--- config.mk ---
export PLATFORM = sky130hd
export DESIGN_NAME = ffha_alu
export DESIGN_NICKNAME = d
export VERILOG_FILES = /design/src/rtl/ffha_pkg.sv /design/src/rtl/ffha_alu.sv
export SDC_FILE = /design/constraint.sdc
export NUM_CORES = 1
export LEC_CHECK = 0
export BUFFER_PORTS_ARGS = -buffer_cell sky130_fd_sc_hd__buf_2
export CAP_MARGIN = 20
export CORE_AREA = 2 2 65 67
export DETAILED_ROUTE_END_ITERATION = 7
export DIE_AREA = 0 0 67 69
export PLACE_DENSITY = 0.88
export SYNTH_ARGS = -nofsm -noshare
export SYNTH_HDL_FRONTEND = slang
export SYNTH_SLANG_ARGS = --single-unit
--- constraint.sdc ---
create_clock -name vclk -period 5.6
set_input_delay 0.56 -clock vclk [all_inputs]
set_output_delay 0.56 -clock vclk [all_outputs]
set_load 0.1 [all_outputs]
--- src/rtl/ffha_pkg.sv ---
// shared types and constants of the first-fit heap allocator
// no dependencies
package ffha_pkg;

	localparam int FIELD_W          = 13;
	localparam int ARENA_BYTES_DEF  = 4096;
	localparam int HEADER_BYTES_DEF = 16;
	localparam int ARENA_RESET      = 4096;

	typedef enum logic [1:0] {
		STAT_DONE    = 2'd0,
		STAT_NOFIT   = 2'd1,
		STAT_IGNORED = 2'd2
	} status_t;

	typedef enum logic {
		ALU_ADD,
		ALU_SUB
	} alu_op_t;

	typedef enum logic [4:0] {
		S_CLR,
		S_IDLE,
		S_A_RD,
		S_A_CHK,
		S_A_NXT,
		S_A_SPL,
		S_A_SN,
		S_A_WH,
		S_LK_A,
		S_LK_W,
		S_F_CHK,
		S_F_RH,
		S_F_NX,
		S_F_RN,
		S_F_WH,
		S_F_RP,
		S_F_KH,
		S_DONE
	} state_t;

endpackage

--- src/rtl/ffha_alu.sv ---
// shared three-operand adder/subtractor with borrow flag
// depends on ffha_pkg
module ffha_alu import ffha_pkg::*; #(
	parameter int W = 14
) (
	input  alu_op_t      op,
	input  logic [W-1:0] a,
	input  logic [W-1:0] b,
	input  logic [W-1:0] c,
	output logic [W-1:0] sum,
	output logic         neg
);

	logic [W+1:0] ext;

	always_comb begin
		case (op)
			ALU_ADD: ext = {2'b00, a} + {2'b00, b} + {2'b00, c};
			ALU_SUB: ext = {2'b00, a} - {2'b00, b} - {2'b00, c};
			default: ext = '0;
		endcase
	end

	assign sum = ext[W-1:0];
	assign neg = ext[W+1];

endmodule

Yosys cells after proc, flatten, opt, wreduce, memory -nomap -nowiden
Index checks and enable logic that the tools add are counted.
W data, S select, Z words.
{"block": "word_totals", "reg_bits": 0, "ramBits": 0, "n_memories": 0, "mem_bits_ro": 0, "input_bits": 43, "latch_bits": 0}
{"block": "classes", "addsub": 4, "bitwise_logic": 1, "shifts": 0, "eq_ne": 0, "mux": 1, "multipliers": 0, "n_lt_le_gt_ge": 0, "reduce_logical": 0, "n_div": 0}
{"cell": "$pmux W16 S2", "count": 1}
{"cell": "$add A15 B14 Y16", "count": 1}
{"cell": "$sub A15 B15 Y16", "count": 1}
{"cell": "$add A14 B14 Y15", "count": 1}
{"cell": "$sub A14 B14 Y15", "count": 1}
{"cell": "$not A1 Y1", "count": 1}

Logic depth before layout (Yosys ltp)
{"block": "depth", "word_depth": 3, "depth_mapped": 16, "ltp_nobuf": 16}

Worst setup path after synthesis
No wires, ideal clock.
{"block": "synth_path", "path_type": "input-to-output", "from": "in a[1]", "to": "out neg", "path_slack_ps": -771, "n_path_buf": 0, "arrival_ps": 5811, "cell_stages": 10, "cell_sequence": "fa_1 > ha_1 > inv_1 > fa_1 > nor2b_1 > o31a_1 > nor2_1 > o21bai_1 > a21oi_1 > o311ai_0"}
{"block": "synth_via", "elab_chain_cells": 3}
{"item": "from (decl)", "line_no": "ffha_alu.sv:7", "rtl": "input logic [W-1:0] a,"}
{"item": "$sub A14 B14 Y15 / $add A14 B14 Y15 (equally long branches)", "line_no": "ffha_alu.sv:19, ffha_alu.sv:18"}
{"item": "$sub A15 B15 Y16 / $add A15 B14 Y16 (equally long branches)", "line_no": "ffha_alu.sv:19, ffha_alu.sv:18"}
{"item": "$pmux W16 S2 *", "line_no": "ffha_alu.sv:17", "rtl": "case (op)"}
{"item": "to (decl)", "line_no": "ffha_alu.sv:11", "rtl": "output logic neg"}
Every way passes the cells marked *; elsewhere a longest branch is shown, timed or not.

Worst setup path after layout
{"block": "layout_path", "from": "in b[1]", "to": "out sum[10]"}
{"block": "layout_via", "elab_chain_cells": 3}
{"item": "from (decl)", "line_no": "ffha_alu.sv:8", "rtl": "input logic [W-1:0] b,"}
{"item": "$sub A14 B14 Y15 / $add A14 B14 Y15 (equally long branches)", "line_no": "ffha_alu.sv:19, ffha_alu.sv:18"}
{"item": "$sub A15 B15 Y16 / $add A15 B14 Y16 (equally long branches)", "line_no": "ffha_alu.sv:19, ffha_alu.sv:18"}
{"item": "$pmux W16 S2 *", "line_no": "ffha_alu.sv:17"}
{"item": "to (decl)", "line_no": "ffha_alu.sv:10", "rtl": "output logic [W-1:0] sum,"}
Marked as above.

==> results.yml <==
detailed_routing:
  vias: 2408
  route.detailed.wl_per_inst_um: 14.2
  drt-pass1-iter-count: 4
  vias_per_cell: 5.83
  wirelength_um: 5850
  post-route-drc-count: 0
  postRouteAntennaNets: 0
  initialDrtViolationCount: 113
sta:
  worst_pin_slew_ns: 0.456
  setup_viol_count_final: 0
  max-slew-margin-rel_pct: 68.8
  final.setup.tns_ns: 0
  final-max-slew-violation-count: 0
  hold_violations: 0
  unrepaired_setup_endpoints_after_global_routing: "false"
  minimum_clock_period_after_layout_ns: 4.81
  period_utilisation_layout_pct: 85.9
  maxClockFrequency_mhz: 208
grt:
  globalRouteTotalUtil_pct: 25.3
  vias_in_the_first_global_route: 2241
  wire_length_of_the_first_global_routing_pass_um: 9620
  globalRoute.totalOverflow: 0
  initial_antenna_violation_count: 0
  pin_count_of_the_biggest_net_entering_global_routing: 19
synthesis:
  postSynthNetCount: 409
  synth_area_leaders: "ha_1 (22%), fa_1 (15%), inv_1 (6.8%)"
  synth_area_um2: 2310
  seq_area_frac_synth_pct: 0
  synthDistinctLibCells: 46
  yosys_warnings: 0
  synth_most_common_cell: "inv_1"
  netlist_instances: 308
  synth_top_cells_by_count: "inv_1 (42), ha_1 (41), a21oi_1 (29)"
  synth_top_area_share_pct: 22.2
  synth.avg_cell_area_um2: 7.52
  synthDominantAreaCellType: "ha_1"
finish:
  fillCellCount: 341
  final_nets: 466
  num-clock-buffers: 0
  register_area_um2: 0
  share_of_layout_cells_above_drive_strength_1_pct: 16.8
  areaGrowthSynthToFinish_pct: 14.8
  sequential_cell_total: 0
  insertedDiodeCount: 0
power:
  leakagePower_uw: 0.00137
  power_density_nw_per_um2: 316
  worst_ir_drop_vdd_mv: 0.376
  report.power.total_uw: 839
floorplanning:
  die_area_um2: 4620
  std_cell_rows: 23
  num_io_pins: 58
  initial_standard_cell_utilization_of_the_core_pct: 59.1
  floorplan.die.width_um: 67
  coreArea_um2: 3910
  chipHeight_um: 69
critical_path:
  setup.worst_path.end_class: "primary output"
  setup.worst_path.class: "input port to primary output"
  timing.critical_path.slowest_stage_cell: "a2111oi_0"
  critPathArrivalTime_ns: 4.25
  critical_path_required_ns: 5.04
  setup_crit_start_kind: "input port"
  slowest_delay_ns: 0.48
  path_max_fanout: 7
  crit_chain: "buf_2 > inv_1 > ha_1 > nor2b_1 > o31a_1 > o31ai_2 > nand2b_1 > a21oi_1 > xnor2_1 > ha_1 > a2111oi_0 > o21ai_0 > a21o_1 > a21oi_1 > xor2_1 > mux2i_1 > buf_2"
cts:
  post_cts.repair.setup_buffers: 0
  post_cts_resize_count: 0
  ctsHoldBuffers: 0
placement:
  detailed_place_hpwl_um: 5060
  gp_congestion: 0.949
  port-buffer-count: 58
flow_run:
  max_cap_viols: 0
worst_hold_path:
  min-delay-path-class: "input port to primary output"
run_status:
  outcome: "finished clean"
## cell type report
class / count / area (um2) / share of cell area, %
Multi-Input combinational cell: 263 / 2150 / 80.8
Timing Repair Buffer: 58 / 290 / 10.9
Inverter: 42 / 158 / 5.93
Tap cell: 50 / 62.6 / 2.36
## cells by family (layout without fill, tap and decap cells)
| family | count (synthesis) | after routing | synth area share [%] |
|---|---|---|---|
| mux | 7 | 7 | 3.08 |
| compound gates | 109 | 109 | 30.7 |
| simple gates | 65 | 65 | 13.0 |
| fa+ha+maj | 58 | 58 | 36.9 |
| xor+xnor | 24 | 24 | 9.08 |
| buf+inv | 45 | 100 | 7.30 |
## layout by cell type, fill, tap and decap left out, drive strengths merged, types with 2 or more instances in the layout
cell	Yosys	layout
a2111oi	5	5
a211oi	5	5
a21boi	2	2
a21o	11	11
a21oi	30	30
a31oi	2	2
buf	1	58
fa	17	17
ha	41	41
inv	42	42
mux2i	6	6
nand2	18	18
nand2b	2	2
nand3	4	4
nand3b	2	2
nor2	24	24
nor2b	5	5
nor3	3	3
o211ai	3	3
o21a	8	8
o21ai	22	22
o21bai	7	7
o31a	2	2
o31ai	5	5
xnor2	17	17
xor2	7	7
## power by group
part	total, uW	internal, uW	switching (uW)
combinational	839	239	600
sequential	0	0	0
clock	0	0	0
total	839	239	600
## worst max-delay path: cells and delay by family
kind | cells | cell delay [ns]
mux | 1 | 0.17
fa+ha+maj | 2 | 0.57
buf+inv | 3 | 0.63
compound gates | 7 | 1.86
simple gates | 2 | 0.24
xor+xnor | 2 | 0.22
## through the flow
stage	cell area (um2)	instances	worst slack, ns	hold slack [ns]	utilization, %
6_report	2660	413	0.790	1.76	67.9
5_1_grt	2660	413	0.555	1.81	67.9
4_1_cts	2660	413	0.814	1.76	67.9
3_5_place_dp	2660	413	0.855	1.76	67.9
3_3_place_gp	2660	413	1.11	1.74	67.9
2_1_floorplan	2310	308	0.0720	1.67	-
## final timing paths
check | cells after the start | slack (ns) | startpoint | end
max | 17 | 0.79 | b[1] | sum[10]
min | 5 | 1.76 | c[0] | sum[0]
## metal layers
| layer | vias up | track usage, % | wire length [um] |
|---|---|---|---|
| li1 | 1210 | - | - |
| met1 | 1112 | 31.6 | 2520 |
| met2 | 80 | 47.9 | 2970 |
| met3 | 6 | 0.653 | 294 |
| met4 | 0 | 3.40 | 65 |
| met5 | - | 0 | 0 |
Power figures use the tool's default switching activity.
