--- config.mk ---
export PLATFORM = sky130hd
export DESIGN_NAME = ffha_ram
export DESIGN_NICKNAME = d
export VERILOG_FILES = /design/src/rtl/ffha_ram.sv
export SDC_FILE = /design/constraint.sdc
export NUM_CORES = 1
export LEC_CHECK = 0
export BUFFER_PORTS_ARGS = -buffer_cell sky130_fd_sc_hd__buf_2
export CAP_MARGIN = 20
export CORE_MARGIN = 1
export CORE_UTILIZATION = 60
export CTS_BUF_LIST = sky130_fd_sc_hd__clkbuf_8
export DETAILED_ROUTE_END_ITERATION = 10
export HOLD_SLACK_MARGIN = 0.08
export PLACE_DENSITY = 0.85
export SLEW_MARGIN = 20
export SYNTH_ARGS = -nofsm -noshare
export SYNTH_HDL_FRONTEND = slang
export SYNTH_SLANG_ARGS = --single-unit
--- constraint.sdc ---
create_clock -name clk -period 3.05 [get_ports clk]
set_clock_uncertainty 0.05 [all_clocks]
set_input_delay 0.1525 -clock clk [delete_from_list [all_inputs] [get_ports clk]]
set_output_delay 0.1525 -clock clk [all_outputs]
set_load 0.03 [all_outputs]
--- src/rtl/ffha_ram.sv ---
// generic simple dual-port ram with registered read
// no dependencies
module ffha_ram #(
	parameter int WIDTH = 8,
	parameter int DEPTH = 16,
	localparam int AW = $clog2(DEPTH)
) (
	input  logic             clk,
	input  logic             we,
	input  logic [AW-1:0]    waddr,
	input  logic [WIDTH-1:0] wdata,
	input  logic [AW-1:0]    raddr,
	output logic [WIDTH-1:0] rdata
);

	logic [WIDTH-1:0] mem [DEPTH];

	always_ff @(posedge clk) begin
		if (we) begin
			mem[waddr] <= wdata;
		end
		rdata <= mem[raddr];
	end

endmodule

======== Word-level counts from Yosys, hierarchy flattened ========
Memory sizes are Yosys's and may differ from the RTL's. A register that Yosys moved wholly into a read port is not among the register bits.
Index checks and enable logic that the tools add are counted.
storage, ports and cells
  flip-flop bits (word level) ............. 0
  RAM bits ................................ 128
  input port bits ......................... 18
  memories ................................ 1
memory list
  name  depth  bits a word  rd ports  clocked after memory_dff  wr ports  line  text
  mem   16     8            1         1                         1         16    logic [WIDTH-1:0] mem [DEPTH];
cells by class
  muxes and demuxes ....................... 2
operators by type and width
  operator           count
  1-bit two-way mux  2

======== Longest topological paths before layout ========
Gate-level depths: netlist of run 1.
  depth after elaboration ................. 2
  mapped depth ............................ 5

======== Worst setup path before layout of run 1 ========
OpenSTA, ideal clock, no wires.
  path kind ............................... input to register
  from .................................... in waddr[2]
  to ...................................... mem mem[0][0] (enable)
  arrival ................................. 1.262 ns
  data required time ...................... 2.617 ns
  path slack .............................. 1.355 ns
  cell stages on the path ................. 2
  path buffers ............................ 0
  path through ............................ or3b_2 -> nor3_1
RTL lines
  element          line  text
  start, declared  10    input logic [AW-1:0] waddr,
  end, declared    16
No word-level cell before the write port.

==> flow_summary.yaml, run 1 <==
placed_design:
  dpl_cell_area_mm2: 0.00536
  dp_hpwl_mm: 5.75
  io_buffers: 25
  dp_cells: 354
  post-place-ws_ns: 1.11
  gp_congestion: 0.764
synth:
  ys_ff_latch: 136
  ys_seq_area_share_pct: 77.8
  syn_nets: 247
  syn_avg_cell_area_um2: 22.5
  postSynthCellCount: 229
  synth_warnings: 0
  synth_area_mm2: 0.00515
  yosysUniqueCellTypes: 19
layout:
  mostFrequentLayoutCell: "edfxtp_1"
  layout-drive-gt1-share_pct: 27.0
  areaGrowthSynthToFinish_pct: 13.7
  final_area_mm2: 0.00585
  fin_nets: 294
  n_antenna_cell: 0
  fin_cells: 394
  mostFrequentLayoutCells: "edfxtp_1 (128), buf_2 (25), mux4_2 (18), clkbuf_8 (17), a22oi_1 (16)"
route:
  dr_total_vias: 2459
  final_antenna_net_count: 0
  drt-total-wl_mm: 9.24
  route.detailed.drc: 0
  via_per_inst: 6.24
  avgRoutedWirePerCell_um: 23.5
  first_pass_iters: 5
  drt_iter0_drc: 211
run:
  drv_cap: 0
grt:
  grt_pass1_vias: 2543
  grt_antenna_before_repair: 0
  track_usage_pct: 23.5
  grt_pass1_wl_mm: 14.2
  grt_max_degree: 33
  grt_overflow: 0
die:
  io_pins: 26
  initial_core_util_pct: 62.3
  die_width_um: 94.6
  floorplan.core_area_mm2: 0.00826
  core.rowCount: 33
  die_h_um: 94.6
  dieArea_mm2: 0.00895
min_path:
  whs_path_depth: 2
  worstHoldPathType: "input port to register"
  hold_start: "waddr[0]"
  worstHoldEndpoint: "mem[4][7]$_DFFE_PP_"
timing:
  setup_viol: 0
  hold_violations: 0
  slew_viol_final: 0
  rsz0062_at_grt: "false"
  tns_ns: 0
  tightest_slew_ns: 0.973
  fin_crit_ns: 1.50
  fin_ws_ns: 1.55
  slew_headroom_pct: 34.9
  whs_ns: 0.169
  max_freq_ghz: 0.668
  period_share_pct: 49.1
power_and_ir_drop:
  ir_worst_vdd_mv: 0.393
  power_density_mw_per_mm2: 656
  leakage_nw: 1.97
critical_path:
  crit_path_end_kind: "register"
  cp_max_fo: 32
  critical_path_class: "input port to register"
  start_kind: "input port"
  reg2reg_depth: 3
  crit_required_ns: 3.29
  r2r_setup_slack_ns: 1.60
  cp.arrival_ns: 1.74
  r2r-end: "rdata[4]$_DFF_P_"
  regToRegStartpoint: "mem[9][4]$_DFFE_PP_"
clocking:
  numCtsBuffers: 17
  cts_max_path_buffers: 2
  cts.sinks: 136
  clkTransAtPathRegs_ns: 0.07
  cts_tree: "yes"
  htreeDepth: 4
  clock-root-buffer: "clkbuf_8"
  clock_latency_ns: 0.42
  cts_resized: 0
run_status:
  status: "completed"
## state kept, by name, summed over array words and instances (netlist names)
| signal | flops |
|---|---|
| mem | 128 |
| rdata | 8 |
## cells in the mapped netlist, drive strengths merged
cell           number  share of area [%]
and2                1               0.12
and2b               1               0.15
a22oi              16                2.3
edfxtp            128                 75
or3b                1               0.17
dfxtp               8                3.1
nand3b              2               0.29
nor2b               1               0.12
nand3               1              0.097
buf                 7                1.1
nand2               9               0.66
nor2               13               0.95
nand2b              2               0.24
mux4               32                 15
nor3                4               0.39
clkdlybuf4s25       3               0.58
## how the worst max path moves through the flow
stage	start	end	cells past startpoint
floorplan	waddr[2]	mem[0][0]$_DFFE_PP_	2
global placement	raddr[0]	rdata[5]$_DFF_P_	5
global route	raddr[0]	rdata[2]$_DFF_P_	5
finish	raddr[0]	rdata[4]$_DFF_P_	5
CTS	raddr[0]	rdata[4]$_DFF_P_	5
detailed placement	raddr[0]	rdata[2]$_DFF_P_	5
## cell type report
class | instances | area [µm²]
Tap cell | 105 | 131
Sequential cell | 136 | 4000
Fill cell | 495 | 2400
Clock buffer | 17 | 234
Clock inverter | 15 | 185
Multi-Input combinational cell | 83 | 1060
Timing Repair Buffer | 38 | 243
## power by group
group | switching (W) | total, W | internal [W]
registers | 0.0000116 | 0.00210 | 0.00209
logic | 0.000130 | 0.000213 | 0.0000829
clock network | 0.000647 | 0.00153 | 0.000881
total | 0.000789 | 0.00384 | 0.00305
## layer usage
| metal | track usage, % | part of all wire, % |
|---|---|---|
| met1 | 30.8 | 40 |
| met2 | 38.4 | 52 |
| met3 | 5.07 | 6.0 |
| met4 | 10.1 | 1.6 |
| met5 | 0 | 0 |
## critical path: stages
cell	delay, ns
buf_2	0.08
buf_4	0.47
mux4_1	0.63
a22oi_1	0.29
nand2_1	0.11
## cells by family (layout without fill, tap and decap cells)
logic type / count (synthesis) / in the layout / share of synthesized area [%]
AOI/OAI and AO/OA: 16 / 16 / 2.33
DFF: 136 / 136 / 77.8
and+or+nand+nor: 35 / 35 / 3.18
buffers and inverters: 10 / 70 / 1.68
muxes: 32 / 32 / 15.0
## through the flow
| step | power (W) | util [%] |
|---|---|---|
| after floorplan | 0.00227 | - |
| after global placement | 0.00233 | 64.8 |
| after detailed placement | 0.00235 | 64.8 |
| after CTS | 0.00386 | 70.9 |
| after global routing | 0.00395 | 70.9 |
| final | 0.00384 | 70.9 |
## repair_timing
item / 4_1_cts / 5_1_grt
buffers inserted: 0 / 0
endpoints found under the hold margin: 126 / 0
hold buffers: 8 / 0
(Power assumes the default switching activity.)
==> run 2, diff against run 1 <==
--- a/config.mk
+++ b/config.mk
@@ -5,6 +5,7 @@
 export SDC_FILE = /design/constraint.sdc
 export NUM_CORES = 1
 export LEC_CHECK = 0
+export ABC_AREA = 1
 export BUFFER_PORTS_ARGS = -buffer_cell sky130_fd_sc_hd__buf_2
 export CAP_MARGIN = 20
 export CORE_MARGIN = 1
==> constraint.sdc (replaced) <==
create_clock -name clk -period 1.5 [get_ports clk]
set_clock_uncertainty 0.05 [all_clocks]
set_input_delay 0.075 -clock clk [delete_from_list [all_inputs] [get_ports clk]]
set_output_delay 0.075 -clock clk [all_outputs]
set_load 0.03 [all_outputs]
==> run 2 against run 1 <==
  * Cell area grew 12%
  * Routed wire length increased by 41%
  * Area after synthesis grew 12%
  * Die area rose by 12%
  * Worst setup slack worse by 1.2 ns
  * Global-route usage increased by 4.6 points
  * Worst hold slack worse by 0.012 ns
  * Critical path type is now register to register
  * Largest cell class unchanged
  * Largest power group unchanged
==> flow_summary.yaml, run 2 <==
clocking:
  cts_resized: 0
  post-cts-setup-buffers: 0
  clock_latency_ns: 0.45
  clock-root-buffer: "clkbuf_8"
  numCtsBuffers: 17
  htreeDepth: 4
  cts_tree: "yes"
  clkTransAtPathRegs_ns: 0.08
  cts.sinks: 136
  cts_max_path_buffers: 2
grt:
  grt_pass1_vias: 3864
  grt_overflow: 0
  grt_pass1_wl_mm: 20.1
  grt_max_degree: 65
  track_usage_pct: 28.1
  grt_antenna_before_repair: 0
synth:
  syn_avg_cell_area_um2: 10.5
  synth_warnings: 0
  ys_seq_area_share_pct: 69.4
  postSynthCellCount: 551
  ys_top_cells_by_count: "nand2_1 (173), edfxtp_1 (128), inv_1 (100)"
  ys_ff_latch: 136
  synth_ff_type: "edfxtp_1"
  synth_area_mm2: 0.00577
  yosysUniqueCellTypes: 12
  yosys.area.top_type: "edfxtp_1"
  yosysMostFrequentCell: "nand2_1"
  synthTopCellsByArea: "edfxtp_1 (67%), nand2_1 (11%), nand3_1 (8.4%), inv_1 (6.5%), dfxtp_1 (2.8%)"
  yosys.area.top_type_share_pct: 66.7
  async_flop_share_pct: 0
  syn_nets: 569
  synth_edf_count: 128
placed_design:
  dpl_cell_area_mm2: 0.00608
  io_buffers: 25
  gp_congestion: 0.830
  dp_hpwl_mm: 7.52
layout:
  areaGrowthSynthToFinish_pct: 13.7
  largest_registers: "mem: 128 flops, rdata: 8 flops"
  largest_reg_flops: 128
  final-seq-area_mm2: 0.00400
  fillers: 649
  mostFrequentLayoutCell: "nand2_1"
  mostFrequentLayoutCells: "nand2_1 (173), edfxtp_1 (128), inv_1 (100), nand3_1 (97), buf_2 (25)"
  fin_nets: 619
  postLayoutCoreUtil_pct: 70.6
  multi_input_area_mm2: 0.00121
  largest_register: "mem"
  layout-drive-gt1-share_pct: 12.9
  final_area_mm2: 0.00656
  n_antenna_cell: 0
route:
  avgRoutedWirePerCell_um: 17.5
  drt_iter0_drc: 508
  first_pass_iters: 5
  via_per_inst: 5.44
  drt-total-wl_mm: 13.0
  final_antenna_net_count: 0
  dr_total_vias: 4038
  route.detailed.drc: 0
die:
  die_h_um: 100
  die_width_um: 100
  dieArea_mm2: 0.0100
  floorplan.core_area_mm2: 0.00928
  io_pins: 26
  core.rowCount: 35
  initial_core_util_pct: 62.1
critical_path:
  cp.arrival_ns: 1.47
  crit_required_ns: 1.78
  critical_path_class: "register to register"
  crit_path_end_kind: "register"
  start_kind: "register"
  cp_max_fo: 1
timing:
  slew_headroom_pct: 60.2
  period_share_pct: 79.1
  hold_violations: 0
  slew_viol_final: 0
  max_freq_ghz: 0.843
  tightest_slew_ns: 0.596
  fin_crit_ns: 1.19
  setup_viol: 0
  tns_ns: 0
  rsz0062_at_grt: "false"
run:
  drv_cap: 0
min_path:
  worstHoldPathType: "input port to register"
power_and_ir_drop:
  leakage_nw: 2.86
  ir_worst_vdd_mv: 0.798
  power_density_mw_per_mm2: 1190
run_status:
  status: "completed"
run 2: timing repair:
| item | in CTS | in global routing |
|---|---|---|
| setup endpoints to repair | 0 | 0 |
| hold buffers | 9 | 0 |
| hold endpoints to repair | 136 | 0 |
run 2: path summary, 6_finish.rpt:
check	from	slack [ns]	endpoint	cells after the start
min	raddr[2]	0.16	rdata[2]$_DFF_P_	5
max	mem[11][4]$_DFFE_PP_	0.31	rdata[4]$_DFF_P_	6
max reg2reg	mem[11][4]$_DFFE_PP_	0.31	rdata[4]$_DFF_P_	6
min reg2reg	mem[13][2]$_DFFE_PP_	0.63	rdata[2]$_DFF_P_	6
run 2: kinds of logic (layout without fill, tap and decap cells):
| logic type | count (synthesis) | in the layout | synth area share [%] |
|---|---|---|---|
| buffers and inverters | 126 | 188 | 9.52 |
| flip-flops | 136 | 136 | 69.4 |
| AND/OR/NAND/NOR | 289 | 289 | 21.0 |
run 2: layout make-up:
type	instances	share of cell area (%)
Timing Repair Buffer	55	6.26
Tap cell	129	2.46
Clock buffer	17	3.57
Sequential cell	136	61.1
Multi-Input combinational cell	289	18.5
Clock inverter	14	2.31
Inverter	102	5.84
run 2: worst max-delay path, stage by stage (launching register included):
cell      delay (ns)
edfxtp_1        0.37
inv_1           0.08
nand2_1         0.06
nand3_1         0.09
nand3_1         0.12
nand3_1         0.20
nand2_1         0.09
run 2: layer usage:
| layer | GRT usage, % | part of all wire, % | vias to the layer above | wire length [µm] |
|---|---|---|---|---|
| li1 | - | - | 1872 | - |
| met1 | 38.0 | 37 | 1843 | 4840 |
| met2 | 43.4 | 48 | 284 | 6220 |
| met3 | 6.27 | 12 | 39 | 1540 |
| met4 | 14.0 | 3.0 | 0 | 384 |
| met5 | 0 | 0 | - | 0 |
run 2: power by group:
group	total (W)	internal [W]	switching [W]
Clock	0.00293	0.00147	0.00145
Sequential	0.00427	0.00424	0.0000261
Combinational	0.000596	0.000174	0.000422
run 2: metrics by stage:
stage | std cells | setup slack [ns] | hold WS (ns) | total power (W)
after global routing | 742 | 0.279 | 0.158 | 0.00798
after detailed placement | 702 | 0.208 | 0.393 | 0.00491
final | 742 | 0.313 | 0.157 | 0.00779
after CTS | 742 | 0.337 | 0.140 | 0.00775
after global placement | 702 | 0.270 | 0.389 | 0.00489
after floorplan | 551 | 0.424 | 0.124 | 0.00470
==> run 3, diff against run 2 <==
==> constraint.sdc (replaced) <==
create_clock -name clk -period 1.1 [get_ports clk]
set_clock_uncertainty 0.05 [all_clocks]
set_input_delay 0.055 -clock clk [delete_from_list [all_inputs] [get_ports clk]]
set_output_delay 0.055 -clock clk [all_outputs]
set_load 0.03 [all_outputs]
==> run 3 against run 2 <==
  * Critical path depth did not move
  * Maximum frequency rose by 10%
  * Worst setup slack got worse by 0.29 ns
  * Combinational power rose by 48%
  * Final cell count rose by 1.6%
  * Register-to-register slack got worse by 0.29 ns
  * Critical endpoint is now rdata[6]$_DFF_P_
  * Clock-buffer cell count rose by 2
  * Non-clock buffer count rose by 11
  * Via count fell by 0.84%
==> flow_summary.yaml, run 3 (synthesis gave the netlist of run 2 again) <==
run_status:
  status: "completed"
timing:
  tns_ns: 0
  fin_ws_ns: 0.0208
  period_share_pct: 98.1
  slew_viol_final: 0
  max_freq_ghz: 0.927
  setup_viol: 0
  tightest_slew_ns: 0.393
  rsz0062_at_grt: "true"
  hold_violations: 0
  slew_headroom_pct: 73.8
  fin_crit_ns: 1.08
run:
  drv_cap: 0
route:
  avgRoutedWirePerCell_um: 17.3
  dr_total_vias: 4004
  drt_iter0_drc: 355
  drt-total-wl_mm: 13.1
  route.detailed.drc: 0
  first_pass_iters: 5
  final_antenna_net_count: 0
  via_per_inst: 5.31
layout:
  largest_registers: "mem: 128 flops, rdata: 8 flops"
  largest_register: "mem"
  mostFrequentLayoutCell: "nand2_1"
  n_antenna_cell: 0
  areaGrowthSynthToFinish_pct: 16.7
  fin_nets: 630
  fillers: 617
  fin_cells: 754
  layout-drive-gt1-share_pct: 15.4
  mostFrequentLayoutCells: "nand2_1 (173), edfxtp_1 (128), inv_1 (102), nand3_1 (89), buf_4 (29)"
  largest_reg_flops: 128
critical_path:
  cp.arrival_ns: 1.36
  crit_path_end_kind: "register"
  crit_required_ns: 1.38
  cp_num_buf_inv: 1
  crit_top_cell: "nand3_1"
  start_kind: "register"
  path_cells: "inv_1 > nand2_1 > nand3_1 > nand3_1 > nand3_1 > nand2_1"
  cp_top_family: "simple AND/OR/NAND/NOR gates"
  cp_max_fo: 1
  critical_path_class: "register to register"
  slowest_stage: "edfxtp_1"
  critPathMaxStageDelay_ns: 0.37
power_and_ir_drop:
  power_density_mw_per_mm2: 1590
  ir_worst_vdd_mv: 1.06
  leakage_nw: 2.95
grt:
  grt_pass1_vias: 3819
  grt.met1_usage_pct: 37.4
  grt_most_used_layer: "met2"
  track_usage_pct: 28.8
  use_met2_pct: 44.5
  grt.met3_usage_pct: 9.05
  grt_overflow: 0
  grt_antenna_before_repair: 0
  grt_max_degree: 31
  grt_pass1_wl_mm: 20.4
clocking:
  clkTransAtPathRegs_ns: 0.08
  clock-root-buffer: "clkbuf_8"
  cts_tree: "yes"
  numCtsBuffers: 17
  clock_latency_ns: 0.45
  cts_max_path_buffers: 2
  cts.sinks: 136
  post-cts-setup-buffers: 0
  htreeDepth: 4
placed_design:
  dp_cells: 712
  dp_hpwl_mm: 8.12
  post-place-ws_ns: -0.0807
  io_buffers: 25
  gp_congestion: 0.882
die:
  io_pins: 26
  floorplan.core_area_mm2: 0.00928
  die_width_um: 100
  initial_core_util_pct: 62.1
  die_h_um: 100
  core.rowCount: 35
  dieArea_mm2: 0.0100
min_path:
  worstHoldPathType: "input port to register"
[run 3: changes by cell type in the layout (fill, tap and decap cells not counted), moves of 2 or more]
cell      previous run  this run
buf_2               25        19
clkbuf_8            17        19
nand3_2              0         8
buf_4               18        29
inv_6                2         0
nand3_1             97        89
inv_1              100       102
buf_6                0         3
[run 3: layout make-up]
type	instances	area, µm²	share of cell area, %
sequential	136	4010	59.5
tap	129	161	2.40
clock buffer	19	262	3.88
multi-input combinational	289	1250	18.6
inverter	102	383	5.69
timing repair buffer	66	534	7.94
clock inverter	13	133	1.97
[run 3: final timing paths]
check	depth (start not counted)	endpoint	slack, ns	startpoint
worst min-delay path	6	rdata[2]$_DFF_P_	0.17	raddr[1]
worst max register to register	6	rdata[6]$_DFF_P_	0.02	mem[12][6]$_DFFE_PP_
worst min register to register	6	rdata[2]$_DFF_P_	0.64	mem[13][2]$_DFFE_PP_
worst max-delay path	6	rdata[6]$_DFF_P_	0.02	mem[12][6]$_DFFE_PP_
[run 3: worst reg2reg max path: cells and delay by family, from the launching register on]
family,cells,cell delay [ns]
DFF,1,0.37
and+or+nand+nor,5,0.48
buffers and inverters,1,0.06
[run 3: stage by stage]
step	utilization [%]	power, W	hold WS, ns	area [µm²]
after floorplan	-	0.00641	0.104	5770
after global placement	66.5	0.00671	0.373	6170
after detailed placement	66.5	0.00674	0.371	6170
after CTS	71.8	0.0107	0.160	6670
after global routing	72.5	0.0111	0.171	6730
final	72.5	0.0107	0.172	6730
[run 3: timing repair]
item	in CTS	in global routing
setup endpoints to repair	2	11
pin swaps	0	1
endpoints found under the hold margin	136	0
resized for setup	2	19
hold buffers	10	0
[run 3: power breakdown]
part | switching (W) | leakage, nW | internal (W)
Clock | 0.00191 | 0.194 | 0.00211
Sequential | 0.0000398 | 1.22 | 0.00579
Combinational | 0.000586 | 1.53 | 0.000295
Total | 0.00253 | 2.95 | 0.00819
[run 3: metal layers]
layer	part of all wire [%]	up-vias
li1	-	1895
met1	38	1831
met2	49	233
met3	9.4	45
met4	3.5	0
met5	0	-
